### src/atrs_pkg.sv
// Package for the average true range smoother.
// Holds widths, the sequencer state type and the divider status struct.
// No dependencies.
`timescale 1ns / 1ps

package atrs_pkg;

   localparam int PRICE_WIDTH     = 32;
   localparam int WINDOW_WIDTH    = 11;
   localparam int MAX_WINDOW      = 1024;
   localparam int WINDOW_RESET    = 14;
   localparam int ACC_WIDTH       = PRICE_WIDTH + WINDOW_WIDTH;
   localparam int DIV_COUNT_WIDTH = $clog2(PRICE_WIDTH + 1);

   typedef enum logic [2:0] {
      ST_IDLE,
      ST_RANGE,
      ST_MULT,
      ST_DIVIDE,
      ST_DONE
   } state_type;

   typedef struct packed {
      logic busy;
      logic done;
   } div_status_type;

endpackage

### src/atrs_if.sv
// Valid/ready channel interfaces for bars in and results out.
// Depends on atrs_pkg for the field widths.
`timescale 1ns / 1ps

interface atrs_req_if import atrs_pkg::*; ();
   logic                   valid;
   logic                   ready;
   logic [PRICE_WIDTH-1:0] close_price;
   logic [PRICE_WIDTH-1:0] high_price;
   logic [PRICE_WIDTH-1:0] low_price;
   logic                   series_start;

   modport source (output valid, output close_price, output high_price,
                   output low_price, output series_start, input ready);
   modport sink   (input valid, input close_price, input high_price,
                   input low_price, input series_start, output ready);
endinterface

interface atrs_rsp_if import atrs_pkg::*; ();
   logic                   valid;
   logic                   ready;
   logic [PRICE_WIDTH-1:0] atr_value;
   logic [PRICE_WIDTH-1:0] true_range_value;
   logic                   warmed_up;

   modport source (output valid, output atr_value, output true_range_value,
                   output warmed_up, input ready);
   modport sink   (input valid, input atr_value, input true_range_value,
                   input warmed_up, output ready);
endinterface

### src/atrs_divider.sv
// Radix-2 restoring divider, one quotient bit per cycle.
// Depends on atrs_pkg; the quotient must fit in PRICE_WIDTH bits.
`timescale 1ns / 1ps

module atrs_divider import atrs_pkg::*; (
   input  logic                    clock,
   input  logic                    reset,
   input  logic                    start,
   input  logic [ACC_WIDTH-1:0]    dividend,
   input  logic [WINDOW_WIDTH-1:0] divisor,
   output div_status_type          status,
   output logic [PRICE_WIDTH-1:0]  quotient
);

   logic [DIV_COUNT_WIDTH-1:0] count_ff, count_in;
   logic [WINDOW_WIDTH-1:0]    rem_ff, rem_in;
   logic [PRICE_WIDTH-1:0]     quo_ff, quo_in;
   logic [WINDOW_WIDTH:0]      trial;
   logic [WINDOW_WIDTH:0]      trial_sub;

   assign trial     = {rem_ff, quo_ff[PRICE_WIDTH-1]};
   assign trial_sub = trial - {1'b0, divisor};

   always_comb begin
      count_in = count_ff;
      rem_in   = rem_ff;
      quo_in   = quo_ff;
      if (start) begin
         // The upper bits are below the divisor, so they seed the remainder.
         count_in = DIV_COUNT_WIDTH'(PRICE_WIDTH);
         rem_in   = dividend[ACC_WIDTH-1:PRICE_WIDTH];
         quo_in   = dividend[PRICE_WIDTH-1:0];
      end else if (count_ff != '0) begin
         count_in = count_ff - 1'b1;
         if (trial >= {1'b0, divisor}) begin
            rem_in = trial_sub[WINDOW_WIDTH-1:0];
            quo_in = {quo_ff[PRICE_WIDTH-2:0], 1'b1};
         end else begin
            rem_in = trial[WINDOW_WIDTH-1:0];
            quo_in = {quo_ff[PRICE_WIDTH-2:0], 1'b0};
         end
      end
   end

   always_ff @(posedge clock) begin
      if (reset) begin
         count_ff <= '0;
      end else begin
         count_ff <= count_in;
      end
      rem_ff <= rem_in;
      quo_ff <= quo_in;
   end

   assign status.busy = (count_ff != '0);
   assign status.done = (count_ff == DIV_COUNT_WIDTH'(1));
   assign quotient    = quo_ff;

endmodule

### src/average_true_range_smoother_core.sv
// Wilder average true range smoother. Each bar transfer is accepted in the idle
// state, its true range is formed on a single shared absolute-difference unit,
// then, once the series is warmed up, it passes a multiply state and a radix-2
// divider, and last the result register is loaded.
// The input is not ready while a bar is in work; a finished result waits in
// the output register while the next bar is accepted.
// Depends on atrs_pkg, atrs_if and atrs_divider.
`timescale 1ns / 1ps

module average_true_range_smoother_core import atrs_pkg::*; (
   input  logic                    clock,
   input  logic                    reset,
   atrs_req_if.sink                req_bus,
   atrs_rsp_if.source              rsp_bus,
   input  logic                    csr_write_enable,
   input  logic [WINDOW_WIDTH-1:0] csr_write_data
);

   localparam logic [1:0] RANGE_STEP_FIRST = 2'd0;
   localparam logic [1:0] RANGE_STEP_LAST  = 2'd2;

   state_type state_ff, state_in;

   logic [WINDOW_WIDTH-1:0] window_ff;
   logic [PRICE_WIDTH-1:0]  last_close_ff;
   logic [PRICE_WIDTH-1:0]  last_average_ff;
   logic [WINDOW_WIDTH-1:0] bars_seen_ff, bars_seen_in;
   logic                    have_close_ff;

   logic [PRICE_WIDTH-1:0]  close_ff, high_ff, low_ff;
   logic                    have_prev_ff;
   logic                    warm_ff, warm_in;
   logic [PRICE_WIDTH-1:0]  base_avg_ff;
   logic [1:0]              step_ff;
   logic [PRICE_WIDTH-1:0]  tr_ff;

   logic                    rsp_valid_ff;
   logic [PRICE_WIDTH-1:0]  rsp_atr_ff, rsp_tr_ff;
   logic                    rsp_warm_ff;

   logic [WINDOW_WIDTH-1:0] eff_window;
   logic [WINDOW_WIDTH-1:0] base_bars;
   logic [PRICE_WIDTH-1:0]  abs_a, abs_b, abs_diff;
   logic [ACC_WIDTH-1:0]    mult_acc;
   logic [PRICE_WIDTH-1:0]  avg_result;
   logic                    accept, range_end, load_rsp;
   logic                    div_start;
   div_status_type          div_status;
   logic [PRICE_WIDTH-1:0]  div_quotient;

   // A window of zero acts as one; anything above the maximum is clamped.
   always_comb begin
      priority if (window_ff == '0) begin
         eff_window = WINDOW_WIDTH'(1);
      end else if (window_ff > WINDOW_WIDTH'(MAX_WINDOW)) begin
         eff_window = WINDOW_WIDTH'(MAX_WINDOW);
      end else begin
         eff_window = window_ff;
      end
   end

   assign accept    = req_bus.valid && req_bus.ready;
   assign base_bars = req_bus.series_start ? '0 : bars_seen_ff;

   always_comb begin
      bars_seen_in = base_bars;
      if (base_bars < eff_window) begin
         bars_seen_in = base_bars + 1'b1;
      end
      warm_in = (bars_seen_in >= eff_window);
   end

   // Shared absolute-difference unit: high-low, then high and low against
   // the previous close.
   always_comb begin
      unique case (step_ff)
         RANGE_STEP_FIRST: begin
            abs_a = high_ff;
            abs_b = low_ff;
         end
         2'd1: begin
            abs_a = high_ff;
            abs_b = last_close_ff;
         end
         default: begin
            abs_a = low_ff;
            abs_b = last_close_ff;
         end
      endcase
      abs_diff = (abs_a >= abs_b) ? (abs_a - abs_b) : (abs_b - abs_a);
   end

   assign range_end = (step_ff == RANGE_STEP_LAST) ||
                      (step_ff == RANGE_STEP_FIRST && !have_prev_ff);

   assign mult_acc = {{PRICE_WIDTH{1'b0}}, eff_window - 1'b1} *
                     {{WINDOW_WIDTH{1'b0}}, base_avg_ff} +
                     {{WINDOW_WIDTH{1'b0}}, tr_ff};

   atrs_divider u_divider (
      .clock    (clock),
      .reset    (reset),
      .start    (div_start),
      .dividend (mult_acc),
      .divisor  (eff_window),
      .status   (div_status),
      .quotient (div_quotient)
   );

   assign avg_result = warm_ff ? div_quotient : '0;

   // Next state.
   always_comb begin
      state_in = state_ff;
      unique case (state_ff)
         ST_IDLE: begin
            if (accept) begin
               state_in = ST_RANGE;
            end
         end
         ST_RANGE: begin
            if (range_end) begin
               state_in = warm_ff ? ST_MULT : ST_DONE;
            end
         end
         ST_MULT: begin
            state_in = ST_DIVIDE;
         end
         ST_DIVIDE: begin
            if (div_status.done) begin
               state_in = ST_DONE;
            end
         end
         ST_DONE: begin
            if (!rsp_valid_ff || rsp_bus.ready) begin
               state_in = ST_IDLE;
            end
         end
         default: begin
            state_in = ST_IDLE;
         end
      endcase
   end

   // Outputs of the sequencer.
   always_comb begin
      req_bus.ready = 1'b0;
      div_start     = 1'b0;
      load_rsp      = 1'b0;
      unique case (state_ff)
         ST_IDLE:   req_bus.ready = 1'b1;
         ST_MULT:   div_start     = 1'b1;
         ST_DONE:   load_rsp      = !rsp_valid_ff || rsp_bus.ready;
         default: begin
         end
      endcase
   end

   always_ff @(posedge clock) begin
      if (reset) begin
         state_ff        <= ST_IDLE;
         window_ff       <= WINDOW_WIDTH'(WINDOW_RESET);
         last_close_ff   <= '0;
         last_average_ff <= '0;
         bars_seen_ff    <= '0;
         have_close_ff   <= 1'b0;
         rsp_valid_ff    <= 1'b0;
         step_ff         <= RANGE_STEP_FIRST;
         warm_ff         <= 1'b0;
         have_prev_ff    <= 1'b0;
      end else begin
         state_ff <= state_in;
         if (csr_write_enable) begin
            window_ff <= csr_write_data;
         end
         if (accept) begin
            bars_seen_ff <= bars_seen_in;
            warm_ff      <= warm_in;
            have_prev_ff <= have_close_ff && !req_bus.series_start;
            step_ff      <= RANGE_STEP_FIRST;
         end else if (state_ff == ST_RANGE && !range_end) begin
            step_ff <= step_ff + 1'b1;
         end
         if (load_rsp) begin
            last_average_ff <= avg_result;
            last_close_ff   <= close_ff;
            have_close_ff   <= 1'b1;
            rsp_valid_ff    <= 1'b1;
         end else if (rsp_bus.ready) begin
            rsp_valid_ff <= 1'b0;
         end
      end
   end

   always_ff @(posedge clock) begin
      if (accept) begin
         close_ff    <= req_bus.close_price;
         high_ff     <= req_bus.high_price;
         low_ff      <= req_bus.low_price;
         base_avg_ff <= req_bus.series_start ? '0 : last_average_ff;
      end
      if (state_ff == ST_RANGE) begin
         if (step_ff == RANGE_STEP_FIRST || abs_diff > tr_ff) begin
            tr_ff <= abs_diff;
         end
      end
      if (load_rsp) begin
         rsp_atr_ff  <= avg_result;
         rsp_tr_ff   <= tr_ff;
         rsp_warm_ff <= warm_ff;
      end
   end

   assign rsp_bus.valid            = rsp_valid_ff;
   assign rsp_bus.atr_value        = rsp_atr_ff;
   assign rsp_bus.true_range_value = rsp_tr_ff;
   assign rsp_bus.warmed_up        = rsp_warm_ff;

endmodule

### src/flat_wrapper.sv
// flat-port wrapper written by rule: the top's interface ports become plain ports
module average_true_range_smoother_core_flat import atrs_pkg::*;
  (clock, reset, csr_write_enable, csr_write_data, req_bus_valid, req_bus_close_price, req_bus_high_price, req_bus_low_price, req_bus_series_start, req_bus_ready, rsp_bus_valid, rsp_bus_atr_value, rsp_bus_true_range_value, rsp_bus_warmed_up, rsp_bus_ready);
  atrs_req_if req_bus_i ();
  atrs_rsp_if rsp_bus_i ();
  input  logic clock;
  input  logic reset;
  input  logic csr_write_enable;
  input  logic [WINDOW_WIDTH-1:0] csr_write_data;
  input wire logic [$bits(req_bus_i.valid)-1:0] req_bus_valid;
  input wire logic [$bits(req_bus_i.close_price)-1:0] req_bus_close_price;
  input wire logic [$bits(req_bus_i.high_price)-1:0] req_bus_high_price;
  input wire logic [$bits(req_bus_i.low_price)-1:0] req_bus_low_price;
  input wire logic [$bits(req_bus_i.series_start)-1:0] req_bus_series_start;
  output wire logic [$bits(req_bus_i.ready)-1:0] req_bus_ready;
  output wire logic [$bits(rsp_bus_i.valid)-1:0] rsp_bus_valid;
  output wire logic [$bits(rsp_bus_i.atr_value)-1:0] rsp_bus_atr_value;
  output wire logic [$bits(rsp_bus_i.true_range_value)-1:0] rsp_bus_true_range_value;
  output wire logic [$bits(rsp_bus_i.warmed_up)-1:0] rsp_bus_warmed_up;
  input wire logic [$bits(rsp_bus_i.ready)-1:0] rsp_bus_ready;
  assign req_bus_i.valid = req_bus_valid;
  assign req_bus_i.close_price = req_bus_close_price;
  assign req_bus_i.high_price = req_bus_high_price;
  assign req_bus_i.low_price = req_bus_low_price;
  assign req_bus_i.series_start = req_bus_series_start;
  assign req_bus_ready = req_bus_i.ready;
  assign rsp_bus_valid = rsp_bus_i.valid;
  assign rsp_bus_atr_value = rsp_bus_i.atr_value;
  assign rsp_bus_true_range_value = rsp_bus_i.true_range_value;
  assign rsp_bus_warmed_up = rsp_bus_i.warmed_up;
  assign rsp_bus_i.ready = rsp_bus_ready;
  average_true_range_smoother_core u_core (.clock(clock), .reset(reset), .req_bus(req_bus_i), .rsp_bus(rsp_bus_i), .csr_write_enable(csr_write_enable), .csr_write_data(csr_write_data));
endmodule
### config.mk
export PLATFORM = sky130hd
export DESIGN_NAME = average_true_range_smoother_core_flat
export DESIGN_NICKNAME = d
export VERILOG_FILES = /design/src/atrs_pkg.sv /design/src/atrs_if.sv /design/src/atrs_divider.sv /design/src/average_true_range_smoother_core.sv /design/src/flat_wrapper.sv
export SDC_FILE = /design/constraint.sdc
export NUM_CORES = 2
export LEC_CHECK = 0
export BUFFER_PORTS_ARGS = -buffer_cell sky130_fd_sc_hd__buf_4
export CELL_PAD_IN_SITES_DETAIL_PLACEMENT = 0
export CELL_PAD_IN_SITES_GLOBAL_PLACEMENT = 1
export CORE_AREA = 3 3 244 246
export CTS_BUF_LIST = sky130_fd_sc_hd__clkbuf_4
export DETAILED_ROUTE_END_ITERATION = 7
export DIE_AREA = 0 0 247 249
export GPL_TIMING_DRIVEN = 0
export PLACE_DENSITY_LB_ADDON = 0.3
export SETUP_SLACK_MARGIN = 0.2
export SLEW_MARGIN = 15
export SYNTH_ARGS = -nofsm -noshare
export SYNTH_HDL_FRONTEND = slang
export SYNTH_SLANG_ARGS = --single-unit
### constraint.sdc
create_clock -name clock -period 15.8 [get_ports clock]
set_input_delay 1.58 -clock clock [delete_from_list [all_inputs] [get_ports clock]]
set_output_delay 1.58 -clock clock [all_outputs]
set_load 0.005 [all_outputs]
* Word level (Yosys, flattened, before mapping)
Cells that the tools add are included.
** Cells by class
- $lt $le $gt $ge :: 6
- $mul :: 1
- Reduce and logical (&&, ||, !) cells :: 22
- Mux-type cells :: 27
- Equal/unequal tests :: 11
- $add $sub $neg :: 8
** Operators with widths (count)
- $mux 32 :: 6
- $mux 11 :: 7
- $sub 32x32->32 :: 2
- $add 43x32->43 :: 1
- $mul 11x32->43 :: 1
- $ge 32x32->1 :: 1
- $gt 32x32->1 :: 1
- $mux 3 :: 5
- $pmux 3 s5 :: 1
- $ge 12x11->1 :: 1
- $mux 6 :: 2
- $add 11x1->11 const B :: 1
- $ge 11x11->1 :: 1
- $gt 11x11->1 const B :: 1
- $logic_not 11->1 :: 1
- $lt 11x11->1 :: 1
- $sub 11x1->11 const B :: 1
- $sub 11x11->11 :: 1
- $ne 2x1->1 const B :: 4
- $eq 3x2->1 const B :: 2
- $eq 6x1->1 const B :: 1
- $mux 1 :: 6
- $reduce_bool 6->1 :: 1
- $reduce_or 2->1 :: 3
- 14 further kinds :: 23
** Storage, ports and cells
- Bits of input ports :: 113
- Register bits :: 369

* Depth between registers and ports, before layout
- Word-level depth :: 8
- Gate-level depth with buffers :: 30

* By module
A second synthesis with hierarchy kept.
** Unflattened totals
- Cell total of the unflattened synthesis :: 3188
- Area, all modules :: 31303.8 um2
** By module, submodules not included
- average_true_range_smoother_core :: area each 28442.3 um2, instances 1, seq. area each 8658.3 um2, cells each 2946
- atrs_divider :: area each 2861.5 um2, instances 1, seq. area each 1411.4 um2, cells each 242

* Least setup slack after synthesis
OpenSTA, ideal clock, no wires.
- Path type :: reg2reg
- From :: register u_core.window_ff[3]
- To :: register u_core.u_divider.rem_ff[8] (data pin)
- Clock period less this slack :: 7.549 ns
- Buffers on the path :: 2
- Arrival time :: 7.294 ns
- Slack :: 8.251 ns
- Cell stages (with the launch flop) :: 29
- Cells stage by stage :: dfxtp_1 nor4_2 a41o_1 nand2_1 clkbuf_1 ha_1 nand2b_1 nor4_1 o21ai_0 clkbuf_1 nand2_1 fa_1 inv_1 fa_1 fa_1 fa_1 inv_1 fa_1 inv_1 ha_1 a21oi_1 o21ai_0 a311o_1 a221o_1 a41o_1 a41o_1 a31o_2 mux2i_1 nor2_1
** Between the ends
- Word-level cells in the longest chain between the ends :: 7
** RTL lines
- from (decl) :: RTL line average_true_range_smoother_core.sv:24 : logic [WINDOW_WIDTH-1:0] window_ff;
- from (signal assigned) :: RTL line average_true_range_smoother_core.sv:162 : window_ff <= WINDOW_WIDTH'(WINDOW_RESET);
- from (signal assigned) :: RTL line average_true_range_smoother_core.sv:174 : window_ff <= csr_write_data;
- $gt 11x11->1 :: RTL line average_true_range_smoother_core.sv:55 : end else if (window_ff > WINDOW_WIDTH'(MAX_WINDOW)) begin
- $mux 11 :: RTL line average_true_range_smoother_core.sv:55
- $mux 11 * :: RTL line average_true_range_smoother_core.sv:53 : priority if (window_ff == '0) begin
- $sub 11x1->11, or another cell as far along :: RTL line average_true_range_smoother_core.sv:96 : assign mult_acc = {{PRICE_WIDTH{1'b0}}, eff_window - 1'b1} *
- $mul 11x32->43 or $mux 11 (tied branches) :: RTL line average_true_range_smoother_core.sv:96, atrs_divider.sv:35
- $add 43x32->43 or $mux 11 (tied branches) :: RTL line average_true_range_smoother_core.sv:97, atrs_divider.sv:33
- $mux 11 * :: RTL line atrs_divider.sv:28 : if (start) begin
- named net u_core.u_divider.rem_in[8] :: RTL line atrs_divider.sv:16 : logic [WINDOW_WIDTH-1:0] rem_ff, rem_in;
- to (signal assigned) :: RTL line atrs_divider.sv:51 : rem_ff <= rem_in;
- to (decl) :: RTL line atrs_divider.sv:16
The timed path passes the listed nets; every way through them passes the cells marked *. The select of a mux whose other input is x is not followed.
A chain may end at the register's enable or synchronous reset.

* Worst setup path after layout
- From :: register u_core.window_ff[10]
- To :: register u_core.u_divider.rem_ff[3] (data pin)
Same word-level chain as after synthesis.

==> qor.yml <==
detailed_routing:
  dr.pass1.iters: 7
  drc_errors: 0
  via_per_inst: 5.53
  drt-total-wl_um: 88900
  postRouteAntennaNets: 0
  drt_iter0_drc: 1618
  vias: 23951
  wl_per_cell_um: 20.5
synth:
  synth_common_cells: "nand2_1, inv_1, fa_1"
  syn_nets: 3841
  post-synth-top-count-cell: "nand2_1"
  ys_ff_latch: 369
  async_flop_share_pct: 0
  synth_top_area_share_pct: 26.0
  yosys_warnings: 0
  synth-edff-count: 268
  syn_inst: 3209
  synth_top_area_cell: "edfxtp_1"
  avgSynthCellArea_um2: 9.65
  syn_area_um2: 31000
  synthFlopType: "edfxtp_1"
  ys_seq_area_share_pct: 32.5
  yosysUniqueCellTypes: 73
  synth.area.top_cells: "edfxtp_1, fa_1, ha_1, dfxtp_1, nand2_1"
floorplanning:
  core-area_um2: 57600
  die_h_um: 249
  dieArea_um2: 61500
  rows: 88
  die_width_um: 247
  io_pins: 180
  start_util_pct: 53.8
clock_network:
  cts_buffer_depth: 3
  htree_levels: 3
  numCtsBuffers: 93
  cts_num_sinks: 369
  worstSkewPairLatency_ns: 0.86
  cts-hold-fix-buffers: 0
  cts_tree: "built"
  clk_pin_slew_ns: 0.07
  cts_root_buffer: "clkbuf_4"
  cts_resized: 0
  post-cts-setup-buffer-count: 0
timing:
  maxSlewViolCount: 0
  setup_ws_ns: 5.70
  fin_crit_ns: 10.10
  skew_ns: 0.0699
  setup_tns_ns: 0
  fin_crit_sh_pct: 63.9
  rsz0062_at_grt: "no"
  setup_violations: 0
  hold_violations: 0
  slew_headroom_pct: 33.2
  tightest_slew_ns: 1.00
  max_freq_mhz: 99.0
worst_hold_path:
  min_path_type: "register to register"
  hold_start: "u_core.tr_ff[9]$_DFFE_PP_"
  hold_depth: 0
worst_setup_path:
  required_ns: 16.36
  arrival_ns: 10.66
  r2r_cells: 26
  path_class: "register to register"
  crit_path_start_kind: "register"
  crit_start: "u_core.window_ff[10]$_SDFFE_PP0P_"
  critPathMaxFanout: 11
  reg2reg_from: "u_core.window_ff[10]$_SDFFE_PP0P_"
  end_kind: "register"
status:
  status: "completed"
global_route:
  grt_max_degree: 99
  grt_usage_pct: 29.4
  grt_pass1_wl_um: 139000
  overflow: 0
  grt_pass1_vias: 24872
  antenna_found_initial: 1
place:
  gp_congestion: 0.929
  hpwl_um: 72000
  io_buffers: 178
  place_ws_ns: 5.88
flow_run:
  cap_violations: 0
layout:
  drive_above_1_share_pct: 10.8
  nNetsFinal: 4119
  areaGrowthSynthToFinish_pct: 12.1
## area by class of cell
cell class                      count  area [µm²]
Tap cell                          765         957
Buffer                            154         617
Multi-Input combinational cell   2209       18500
Clock buffer                      146        1100
Fill cell                        5042       22900
Antenna cell                        1        2.50
Inverter                          477        1800
Clock inverter                     27         218
Sequential cell                   369       10100
Timing Repair Buffer              183        1440
## cells in the final DEF, fill, tap and decap left out, drive strengths merged, types with 8 or more instances in the layout
cell	count
clkbuf	271
nand2	480
a31oi	28
a21o	78
ha	215
nor4	8
xnor2	51
xor2	36
a221oi	8
nand2b	48
buf	212
a21oi	197
and3	22
mux2i	88
fa	304
nor3	36
clkinv	22
inv	477
nor2b	68
o21bai	11
o21a	20
nand4	28
and2	136
edfxtp	268
o21ai	111
a211oi	16
nor2	89
dfxtp	101
nand3	25
## sequential cells by signal (all words and copies together), names as in the netlist
name and cells:
u_core.base_avg_ff 32, u_core.state_ff 3, u_core.rsp_bus.valid 1, u_core.window_ff 11, u_core.low_ff 32, u_core.u_divider.count_ff 6, u_core.last_average_ff 32, u_core.warm_ff 1
u_core.tr_ff 32, u_core.rsp_bus.true_range_value 32, u_core.last_close_ff 32, u_core.have_prev_ff 1, u_core.close_ff 32, u_core.u_divider.quotient 32, u_core.high_ff 32, u_core.rsp_bus.atr_value 32
u_core.bars_seen_ff 11, u_core.rsp_bus.warmed_up 1, u_core.step_ff 2, u_core.u_divider.rem_ff 11, u_core.have_close_ff 1
## logic make-up after synthesis
family	synth area share (%)
AND/OR/NAND/NOR	14.9
buffers and inverters	7.77
AO/OA/AOI/OAI	10.9
adder cells (fa/ha/maj)	28.3
flip-flops	32.5
multiplexers	3.10
XOR/XNOR	2.46
## stage by stage
stage / hold slack, ns / util (%) / cells / area [µm²]
after floorplan: 0.426 / - / 3209 / 31000
after global placement: 0.431 / 57.7 / 4152 / 33300
after detailed placement: 0.432 / 58.0 / 4157 / 33400
after CTS: 0.420 / 60.3 / 4330 / 34700
after global routing: 0.455 / 60.3 / 4331 / 34700
final: 0.419 / 60.3 / 4331 / 34700
## worst max-delay path, cell delays in order (launching register included)
cell and delay (ns):
dfxtp_1 0.51, clkinv_1 0.29, clkbuf_1 0.38, nand2_1 0.45
clkbuf_1 0.53, ha_1 0.42, nand3_1 0.13, xor2_1 0.72
clkbuf_1 0.52, nand2_1 0.16, fa_1 0.53, fa_1 0.51
inv_1 0.05, fa_1 0.49, fa_1 0.56, inv_1 0.06
fa_1 0.54, inv_1 0.04, ha_1 0.35, and3_1 0.25
a31oi_1 0.17, o21ai_0 0.13, a221oi_1 0.72, a21oi_1 0.27
o21ai_0 0.54, xor2_1 0.31, a21oi_1 0.14
## final timing paths
check | to | slack [ns]
max | u_core.u_divider.rem_ff[3]$_DFFE_PP_ | 5.70
min | u_core.rsp_bus.true_range_value[9]$_DFFE_PP_ | 0.42
max reg2reg | u_core.u_divider.rem_ff[3]$_DFFE_PP_ | 5.70
min reg2reg | u_core.rsp_bus.true_range_value[9]$_DFFE_PP_ | 0.42
## routing by layer
metal | up-vias | wire length [µm] | GRT usage (%)
met5 | - | 0 | 0
met2 | 828 | 42100 | 47.9
li1 | 11179 | - | -
met3 | 157 | 5510 | 4.28
met1 | 11787 | 38100 | 39.7
met4 | 0 | 3280 | 11.5
Power is not shown: default switching activity piles up to over one toggle a cycle in this logic, so the estimate is an artifact.
